$ cat src/design/emem_pkg.sv
package emem_pkg;

  localparam int unsigned DEF_MEM_WORDS = 2048;
  localparam int unsigned DEF_NUM_PORTS = 4;

  localparam int unsigned CMD_W   = 2;
  localparam int unsigned PORT_W  = 2;
  localparam int unsigned WORD_W  = 32;
  localparam int unsigned S_TDATA_W = 40;

  // control word layout
  localparam int unsigned CTL_PTR_LSB    = 2;
  localparam int unsigned CTL_PTR_MSB    = 14;
  localparam int unsigned CTL_PTR_W      = CTL_PTR_MSB - CTL_PTR_LSB + 1;
  localparam int unsigned CTL_INC_WR_BIT = 24;
  localparam int unsigned CTL_INC_RD_BIT = 25;

  typedef enum logic [CMD_W-1:0] {
    CMD_CTL   = 2'd0,
    CMD_WDATA = 2'd1,
    CMD_RDATA = 2'd2
  } cmd_e;

  typedef enum logic [1:0] {
    ST_IDLE,
    ST_REDUCE,
    ST_RDWAIT
  } state_e;

  typedef struct packed {
    logic start_ctl;
    logic step;
    logic commit_ctl;
    logic mem_wr;
    logic mem_rd;
    logic out_zero;
    logic out_mem;
  } dp_cmd_t;

  typedef struct packed {
    logic port_ok;
    logic red_last;
  } dp_stat_t;

endpackage

$ cat src/design/emem_ctrl.sv
module emem_ctrl (
  input  logic                         clk_i,
  input  logic                         rst_ni,
  input  logic                         in_valid_i,
  input  logic [emem_pkg::CMD_W-1:0]   cmd_code_i,
  input  logic                         out_ready_i,
  input  emem_pkg::dp_stat_t           stat_i,
  output logic                         in_ready_o,
  output logic                         out_valid_o,
  output emem_pkg::dp_cmd_t            cmd_o
);

  emem_pkg::state_e state_q, state_d;
  logic             out_vld_q, out_vld_d;

  always_ff @(posedge clk_i or negedge rst_ni) begin
    if (!rst_ni) begin
      state_q   <= emem_pkg::ST_IDLE;
      out_vld_q <= 1'b0;
    end else begin
      state_q   <= state_d;
      out_vld_q <= out_vld_d;
    end
  end

  always_comb begin
    state_d    = state_q;
    cmd_o      = '0;
    in_ready_o = (state_q == emem_pkg::ST_IDLE) && (!out_vld_q || out_ready_i);
    unique case (state_q)
      emem_pkg::ST_IDLE: begin
        if (in_valid_i && in_ready_o) begin
          if (!stat_i.port_ok) begin
            cmd_o.out_zero = 1'b1;
          end else begin
            case (emem_pkg::cmd_e'(cmd_code_i))
              emem_pkg::CMD_CTL: begin
                cmd_o.start_ctl = 1'b1;
                state_d         = emem_pkg::ST_REDUCE;
              end
              emem_pkg::CMD_WDATA: begin
                cmd_o.mem_wr   = 1'b1;
                cmd_o.out_zero = 1'b1;
              end
              emem_pkg::CMD_RDATA: begin
                cmd_o.mem_rd = 1'b1;
                state_d      = emem_pkg::ST_RDWAIT;
              end
              default: begin
                cmd_o.out_zero = 1'b1;
              end
            endcase
          end
        end
      end
      emem_pkg::ST_REDUCE: begin
        cmd_o.step = 1'b1;
        if (stat_i.red_last) begin
          cmd_o.commit_ctl = 1'b1;
          cmd_o.out_zero   = 1'b1;
          state_d          = emem_pkg::ST_IDLE;
        end
      end
      emem_pkg::ST_RDWAIT: begin
        cmd_o.out_mem = 1'b1;
        state_d       = emem_pkg::ST_IDLE;
      end
      default: begin
        state_d = emem_pkg::ST_IDLE;
      end
    endcase
    out_vld_d = (out_vld_q && !out_ready_i) || cmd_o.out_zero || cmd_o.out_mem;
  end

  assign out_valid_o = out_vld_q;

endmodule

$ cat config.mk
export PLATFORM = sky130hd
export DESIGN_NAME = emem_ctrl
export DESIGN_NICKNAME = d
export VERILOG_FILES = /design/src/design/emem_pkg.sv /design/src/design/emem_ctrl.sv
export SDC_FILE = /design/constraint.sdc
export NUM_CORES = 1
export LEC_CHECK = 0
export BUFFER_PORTS_ARGS = -buffer_cell sky130_fd_sc_hd__buf_2
export CAP_MARGIN = 20
export CORE_AREA = 2 2 39 41
export DETAILED_ROUTE_END_ITERATION = 8
export DIE_AREA = 0 0 41 43
export GPL_TIMING_DRIVEN = 0
export HOLD_SLACK_MARGIN = 0.15
export PLACE_DENSITY = 0.51
export SYNTH_ARGS = -nofsm -noshare
export SYNTH_HDL_FRONTEND = slang
export SYNTH_SLANG_ARGS = --single-unit
export TNS_END_PERCENT = 5
$ cat constraint.sdc
create_clock -name clk_i -period 3.4 [get_ports clk_i]
set_clock_uncertainty 0.15 [all_clocks]
set_input_delay 0.34 -clock clk_i [delete_from_list [all_inputs] [get_ports clk_i]]
set_output_delay 0.34 -clock clk_i [all_outputs]
set_load 0.05 [all_outputs]
==> results of run 1 <==
==> cell families after synthesis <==
logic type / Yosys count
AO/OA/AOI/OAI: 3
buffers and inverters: 1
flip-flops: 3
AND/OR/NAND/NOR: 17
==> final timing paths <==
check | depth (start not counted) | end | slack, ns
max | 4 | cmd_o[3] | 1.50
min | 2 | state_q[0] | 0.19
max reg2reg | 3 | state_q[0] | 2.21
min reg2reg | 1 | out_valid_o | 0.39
max in group asynchronous | 2 | out_valid_o | 2.72
min in group asynchronous | 2 | state_q[0] | 0.27
==> cell usage in the layout, fill, tap and decap left out <==
master         instances
a32oi_1                1
and2_1                 1
and2_4                 1
and2b_2                1
buf_2                 16
clkbuf_1               1
clkbuf_4               3
dfrtp_1                3
dlygate4sd3_1          1
inv_1                  1
nand2_1                3
nand2b_1               3
nand3_2                1
nor2_1                 2
nor2_2                 1
nor2b_1                1
nor2b_2                1
nor3_1                 2
o21bai_1               1
o32ai_2                1
==> critical path, cell delays in order (launching register included) <==
cell	delay (ns)
dfrtp_1	0.41
nor2_2	0.14
nand3_2	0.15
nor3_1	0.18
buf_2	0.28
==> sequential cells by signal (all words and copies together), names as in the netlist <==
name	cells
state_q	2
out_valid_o	1
==> through the flow <==
stage / cell area [sq um] / hold WS [ns] / setup slack, ns / std cells
3_3_place_gp: 314 / -0.0113 / 1.73 / 56
5_1_grt: 350 / 0.182 / 1.39 / 61
2_1_floorplan: 214 / -0.106 / 0.922 / 24
4_1_cts: 350 / 0.192 / 1.49 / 61
3_5_place_dp: 314 / -0.0111 / 1.73 / 56
6_report: 350 / 0.191 / 1.50 / 61
==> power breakdown <==
group | total (W) | internal (W) | switching (W)
Clock | 0.0000648 | 0.0000441 | 0.0000206
Sequential | 0.0000402 | 0.0000385 | 0.00000173
Combinational | 0.0000538 | 0.0000151 | 0.0000387
Total | 0.000159 | 0.0000976 | 0.0000611
==> per-layer routing <==
metal  GRT usage  vias to the layer above  wire, um
li1            -                      125         -
met1      0.0965                      103       268
met2      0.0969                       16       243
met3      0.0628                        0        80
met4      0.0400                        0         0
met5           0                        -         0
==> layout make-up <==
type | instances | area [sq um]
fill | 169 | 1030
multi-input combinational | 20 | 135
timing repair buffer | 17 | 90.1
sequential | 3 | 75.1
clock buffer | 4 | 26.3
tap | 16 | 20.0
inverter | 1 | 3.75
==> impl_metrics.tcl, run 1 <==
set metrics [dict create \
    vias 244 \
    antenna_found_initial 0 \
    synthXorXnorAreaFrac 0 \
    cts_resized 0 \
    post-cts-setup-buffers 0 \
    p_total_w 0.000159 \
    synth_compound_area_frac 0.152 \
    min_path_type "input port to flip-flop" \
    ys.flop_type "dfrtp_1" \
    finalCritPeriodShare 0.558 \
    grt-ovfl-total 0 \
    synthCells 24 \
    diodes 0 \
    yosysSeqAreaShare 0.351 \
    yosysWarnings 0 \
    setup_tns_ns 0 \
    crit_path_start "state_q[1]" \
    cts_tree "yes" \
    ioPinCount 17 \
    cts_num_sinks 3 \
    synthSimpleGateAreaFrac 0.480 \
    synth_top_area_cell "dfrtp_1" \
    powerDensity_nw_per_um2 453 \
    syn_to_final_growth_pct 63.7 \
    fmax_mhz 527 \
    startpoint_type "flip-flop" \
    ys_types 16 \
    ir_worst_vdd_mv 0.223 \
    place_hpwl_um 470 \
    hold_viol_final 0 \
    wl_um 592 \
    drt_first_pass_iters 1 \
    synth_top_family_by_area "simple AND/OR/NAND/NOR gates" \
    critical_path_class "flip-flop to output pin" \
    hold_start "stat_i[0]" \
    finalCriticalPeriod_ns 1.90 \
    critPathRequiredTime_ns 2.91 \
    cts_buffer_depth 2 \
    yosys.area.top_type_share 0.351 \
    core_area_sq_um 1380 \
    utilization 0.253 \
    syn-mean-instance-area_sq_um 8.91 \
    drv_cap 0 \
    synth_edf_count 0 \
    crit_fanout 6 \
    cts_root_buf "clkbuf_4" \
    nets 54 \
    clk_latency_ns 0.24 \
    status "finished clean" \
    synthMuxAreaShare 0 \
    clkTransAtPathRegs_ns 0.04 \
    synthAdderAreaFrac 0 \
    reg2reg_from "state_q[1]" \
    worstMarginPinSlew_ns 0.253 \
    drive_above_1_share 0.556 \
    routabilityCongestion 0.609 \
    drc 0 \
    grt_max_degree 7 \
    syn_nets 32 \
    die_h_um 43 \
    rsz0062_at_grt "no" \
    synthArstFlopShare 1.00 \
    htreeDepth 1 \
    synth-seq-cells 3 \
    initial_utilization 0.155 \
    drt_iter0_drc 0 \
    finalSetupViolations 0 \
    dieArea_sq_um 1760 \
    rows 14 \
    viasPerCell 4.00 \
    maxSlewHeadroom 0.833 \
    wire_per_inst_um 9.70 \
    die_w_um 41 \
    grt_pass1_wl_um 848 \
    critPathArrivalTime_ns 1.41 \
    detail-route-antenna-nets 0 \
    track_usage 0.0793 \
    drv_slew 0 \
    synthTopCellsByArea "dfrtp_1 (35%), nand2b_1 (8.8%), o32ai_2 (7.6%), nand2_1 (5.3%), nand3_2 (4.7%)" \
    cts_buffers 3 \
    port_buffers 16 \
    cts_hold_buffers 1 \
    grt_pass1_vias 208 \
    syn_area_sq_um 214 \
    ys_top_cells_by_count "dfrtp_1 (3), nand2_1 (3), nand2b_1 (3)" \
    leakagePower_nw 0.181 \
    end_kind "output pin" \
]
No activity file was read; power rests on OpenSTA's default activity.
==> run 2: changes to the inputs <==
- ABC_AREA: default -> 1
- PLACE_DENSITY: 0.51 -> 0.54
- clock period: 3.4 -> 1.7 ns (I/O delays scaled with it)
==> run 2 against run 1 <==
Worst setup slack worse by 1.4 ns. Non-clock buffer count grew 6. Critical path depth up 2. Critical path type is now input port to flip-flop. Largest cell class is now non-clock buffers.
==> impl_metrics.tcl, run 2 <==
set metrics [dict create \
    status "finished clean" \
    crit_fanout 2 \
    ioPinCount 17 \
    syn-mean-instance-area_sq_um 7.27 \
    viasPerCell 3.67 \
    ir_worst_vdd_mv 0.264 \
    drv_cap 0 \
    synthArstFlopShare 1.00 \
    grt_pass1_vias 229 \
    critPathArrivalTime_ns 1.66 \
    htreeDepth 1 \
    ys_top_cells_by_count "inv_1 (7), nand2_1 (6), nand3_1 (4)" \
    cp_slowest_cell "dlygate4sd3_1" \
    hold_viol_final 0 \
    placed_area_sq_um 333 \
    routabilityCongestion 0.643 \
    synthTopCellsByArea "dfrtp_1 (32%), inv_1 (11%), nand2_1 (9.7%), nor2_4 (9.7%), nand3_1 (8.6%)" \
    cts_buffer_depth 2 \
    critical_path_class "input port to flip-flop" \
    grt_pass1_wl_um 841 \
    drt_first_pass_iters 2 \
    end_kind "flip-flop" \
    dieArea_sq_um 1760 \
    finalSetupViolations 0 \
    power_switching_w 0.000136 \
    finalCriticalPeriod_ns 1.65 \
    place_hpwl_um 432 \
    path_cells "dlygate4sd3_1, buf_2, inv_1, nand3_1, o21ai_2, dlygate4sd3_1" \
    die_w_um 41 \
    seq_power_share 0.241 \
    syn_to_final_growth_pct 86.6 \
    clockPowerShare 0.357 \
    clk_latency_ns 0.23 \
    p_comb_frac 0.401 \
    critPathRequiredTime_ns 1.72 \
    antenna_found_initial 0 \
    maxSlewHeadroom 0.835 \
    cts_num_sinks 3 \
    largest_reg_flops 2 \
    ys.flop_type "dfrtp_1" \
    stdcell_area_sq_um 434 \
    diodes 0 \
    mostFrequentLayoutCells "buf_2 (14), inv_1 (7), dlygate4sd3_1 (7), nand2_1 (6)" \
    wl_um 550 \
    rows 14 \
    internal_power_w 0.000209 \
    yosysWarnings 0 \
    startpoint_type "input port" \
    drive_above_1_share 0.441 \
    detail-route-antenna-nets 0 \
    synth-seq-cells 3 \
    drc 0 \
    yosys.cell_count.top_type "inv_1" \
    finalCritPeriodShare 0.968 \
    ys_types 13 \
    port_buffers 16 \
    grt-ovfl-total 0 \
    synth_edf_count 0 \
    leakagePower_nw 0.252 \
    yosysSeqAreaShare 0.323 \
    placedCellCount 64 \
    nFillCells 162 \
    instances_no_fill 75 \
    swShare 0.394 \
    grt_max_degree 6 \
    cts_buffers 3 \
    p_total_w 0.000346 \
    worstMarginPinSlew_ns 0.250 \
    synth_top_area_cell "dfrtp_1" \
    wire_per_inst_um 7.33 \
    fmax_mhz 607 \
    initial_utilization 0.168 \
    powerDensity_nw_per_um2 796 \
    synthCells 32 \
    cts_root_buf "clkbuf_4" \
    core_area_sq_um 1380 \
    crit_family "buffers and inverters" \
    drv_slew 0 \
    clkTransAtPathRegs_ns 0.04 \
    min_path_type "input port to flip-flop" \
    crit_path_max_incr_delay_ns 0.54 \
    final_common_cell "buf_2" \
    drt_iter0_drc 2 \
    finalHoldWorstSlack_ns 0.183 \
    regMostFlops "state_q" \
    yosys.area.top_type_share 0.323 \
    track_usage 0.0765 \
    cts_tree "yes" \
    critPathMostFrequentCell "dlygate4sd3_1" \
    rsz0062_at_grt "no" \
    syn_nets 40 \
    die_h_um 43 \
    vias 275 \
    nets 68 \
    syn_area_sq_um 233 \
    cp_num_buf_inv 4 \
]
run 2: routing by layer:
metal  GRT usage  routed length (um)
met1      0.0877                 233
met2      0.0938                 271
met3      0.0366                  45
met4      0.0800                   0
met5           0                   0
run 2: worst paths after layout:
kind | startpoint | endpoint | slack (ns) | depth (start not counted)
setup reg to reg | state_q[1] | state_q[0] | 0.12 | 4
hold reg to reg | out_valid_o | state_q[1] | 0.47 | 3
max in group asynchronous | rst_ni | state_q[1] | 0.60 | 3
setup / recovery | cmd_code_i[1] | state_q[0] | 0.05 | 6
hold / removal | stat_i[1] | out_valid_o | 0.18 | 4
min in group asynchronous | rst_ni | out_valid_o | 0.66 | 3
run 2: kinds of logic after synthesis:
group	after synthesis	share of synthesized area
compound gates	1	0.0376
flops	3	0.323
buf+inv	8	0.129
simple gates	20	0.511
run 2: worst reg2reg max path, stage by stage, from the launching register on:
cell and delay, ns:
dfrtp_1 0.43, nor2_4 0.17, nand3_4 0.11, o21ai_2 0.11, dlygate4sd3_1 0.54
run 2: cell type report:
cell class	count	area, sq um	share of cell area
Clock buffer	4	26.3	0.0605
Multi-Input combinational cell	21	128	0.294
Timing Repair Buffer	23	155	0.357
Sequential cell	3	75.1	0.173
Inverter	8	30.0	0.0692
Tap cell	16	20.0	0.0461
run 2: timing repair:
action | 4_1_cts | 5_1_grt
endpoints found under the setup margin | 0 | 2
endpoints found under the hold margin | 6 | 0
hold buffers | 7 | 0
buffers inserted | 0 | 0
resized for setup | 0 | 3
run 2: power by group through the flow:
stage	Sequential [W]	Clock [W]	Combinational, W
floorplan	0.000100	0	0.0000792
global placement	0.0000845	0	0.000127
detailed placement	0.0000845	0	0.000128
CTS	0.0000836	0.000128	0.000139
global route	0.0000844	0.000137	0.000150
finish	0.0000835	0.000124	0.000139
run 2: stage by stage:
stage | setup TNS (ns) | setup slack [ns] | util
after floorplan | -0.246 | -0.123 | -
after global placement | 0 | 0.316 | 0.241
after detailed placement | 0 | 0.320 | 0.241
after CTS | 0 | 0.0104 | 0.310
after global routing | 0 | 0.0108 | 0.314
final | 0 | 0.0539 | 0.314
==> run 3: changes to the inputs <==
- PLACE_DENSITY: 0.54 -> default
- PLACE_DENSITY_LB_ADDON: default -> 0.25
==> run 3 against run 2 <==
Flip-flop and latch count is the same. Register-to-register slack is essentially flat. Cell area is the same. Wire length grew 0.18%. Sequential share of layout area is the same. Fmax grew 1.3%. Die area is the same. Core utilization is the same. Worst setup slack gained 0.020 ns. Via count grew 2.2%.
==> impl_metrics.tcl, run 3 (synthesis gave the netlist of run 2 again) <==
set metrics [dict create \
    initial_utilization 0.168 \
    nets 68 \
    placedCellCount 64 \
    wl_met2_um 259 \
    crit_cells 6 \
    path_cells "buf_2, inv_1, nand3_1, dlygate4sd3_1, nor2_1, dlygate4sd3_1" \
    hold_viol_final 0 \
    timing.final.ws_setup_ns 0.0743 \
    clkTransAtPathRegs_ns 0.04 \
    drt_iter0_drc 2 \
    cp_num_buf_inv 4 \
    p_comb_frac 0.397 \
    crit_family "buffers and inverters" \
    critical_path_class "input port to flip-flop" \
    reg2reg_from "state_q[1]" \
    finalCritPeriodShare 0.956 \
    worstRegToRegCells 4 \
    power_switching_w 0.000137 \
    internal_power_w 0.000209 \
    swShare 0.396 \
    status "finished clean" \
    diodes 0 \
    startpoint_type "input port" \
    seq_power_share 0.242 \
    clk_latency_ns 0.23 \
    dieArea_sq_um 1760 \
    fmax_mhz 615 \
    cts_num_sinks 3 \
    route.met3.wl_um 60 \
    viasPerCell 3.75 \
    end_kind "flip-flop" \
    largest_reg_flops 2 \
    ioPinCount 17 \
    utilization 0.314 \
    regMostFlops "state_q" \
    critPathRequiredTime_ns 1.72 \
    post-place-ws_ns 0.316 \
    port_buffers 16 \
    drv_slew 0 \
    finalHoldWorstSlack_ns 0.191 \
    worstMarginPinSlew_ns 0.250 \
    syn_to_final_growth_pct 86.6 \
    critPathMostFrequentCell "dlygate4sd3_1" \
    hold-path-endpoint "out_valid_o" \
    drive_above_1_share 0.441 \
    hold_start "stat_i[1]" \
    cts_buffers 3 \
    nFillCells 161 \
    track_usage 0.0874 \
    min_path_type "input port to flip-flop" \
    drc 0 \
    place_hpwl_um 436 \
    reg2reg_slack_ns 0.12 \
    wire_per_inst_um 7.35 \
    routabilityCongestion 0.611 \
    detail-route-antenna-nets 0 \
    final_common_cell "buf_2" \
    r2r_end "state_q[0]" \
    grt_max_degree 6 \
    grt_pass1_wl_um 903 \
    cts_buffer_depth 2 \
    die_w_um 41 \
    holdPathStages 4 \
    crit_fanout 3 \
    finalSetupViolations 0 \
    htreeDepth 1 \
    antenna_found_initial 0 \
    wl_um 551 \
    post-cts-setup-buffers 0 \
    powerDensity_nw_per_um2 797 \
    core_area_sq_um 1380 \
    critPathArrivalTime_ns 1.64 \
    vias 281 \
    maxSlewHeadroom 0.835 \
    crit_path_max_incr_delay_ns 0.56 \
    clockPowerShare 0.361 \
    cts_tree "yes" \
    mostFrequentLayoutCells "buf_2 (14), inv_1 (7), dlygate4sd3_1 (7), nand2_1 (6)" \
    instances_no_fill 75 \
    cp_slowest_cell "dlygate4sd3_1" \
    rows 14 \
    leakagePower_nw 0.254 \
    die_h_um 43 \
    finalCriticalPeriod_ns 1.63 \
    ir_worst_vdd_mv 0.218 \
    wl_met1_um 231 \
    drv_cap 0 \
    drt_first_pass_iters 4 \
    grt-ovfl-total 0 \
    top_layer "met3" \
    cts_root_buf "clkbuf_4" \
    grt_pass1_vias 251 \
]
[run 3: how the worst max path moves through the flow]
stage / endpoint / slack (ns) / startpoint
2_1_floorplan: cmd_o[2] / -0.12 / out_valid_o
4_1_cts: cmd_o[6] / 0.05 / state_q[1]
3_3_place_gp: cmd_o[6] / 0.31 / state_q[1]
3_5_place_dp: cmd_o[6] / 0.32 / state_q[1]
6_report: state_q[1] / 0.07 / cmd_code_i[0]
5_1_grt: state_q[1] / -0.004 / cmd_code_i[0]
[run 3: stage by stage]
| step | total power (W) | area [sq um] | setup TNS, ns |
|---|---|---|---|
| floorplan | 0.000179 | 233 | -0.246 |
| global placement | 0.000212 | 333 | 0 |
| detailed placement | 0.000212 | 333 | 0 |
| CTS | 0.000356 | 429 | 0 |
| global route | 0.000373 | 434 | -0.00391 |
| finish | 0.000346 | 434 | 0 |
[run 3: final cells by class]
cell class | instances | area, sq um | share of cell area
Sequential cell | 3 | 75.1 | 0.173
Timing Repair Buffer | 23 | 155 | 0.357
Inverter | 8 | 30.0 | 0.0692
Tap cell | 16 | 20.0 | 0.0461
Clock buffer | 4 | 26.3 | 0.0605
Multi-Input combinational cell | 21 | 128 | 0.294
[run 3: power groups by stage]
| stage | combinational [W] | sequential (W) | clock (W) |
|---|---|---|---|
| CTS | 0.000139 | 0.0000836 | 0.000133 |
| global placement | 0.000127 | 0.0000843 | 0 |
| floorplan | 0.0000792 | 0.000100 | 0 |
| finish | 0.000137 | 0.0000837 | 0.000125 |
| detailed placement | 0.000127 | 0.0000845 | 0 |
| global route | 0.000149 | 0.0000842 | 0.000140 |
[run 3: routing by layer]
layer | global-route usage | up-vias
met5 | 0 | -
met1 | 0.0839 | 119
li1 | - | 149
met4 | 0.120 | 0
met3 | 0.0314 | 0
met2 | 0.116 | 13
[run 3: worst min-delay path: cells and delay by family]
kind / cells / cell delay, ns
buf+inv: 1 / 0.11
simple gates: 3 / 0.24
[run 3: what timing repair did]
action	4_1_cts	5_1_grt
setup endpoints to repair	0	2
gates resized for setup	0	3
hold buffers	7	0
hold endpoints to repair	6	0
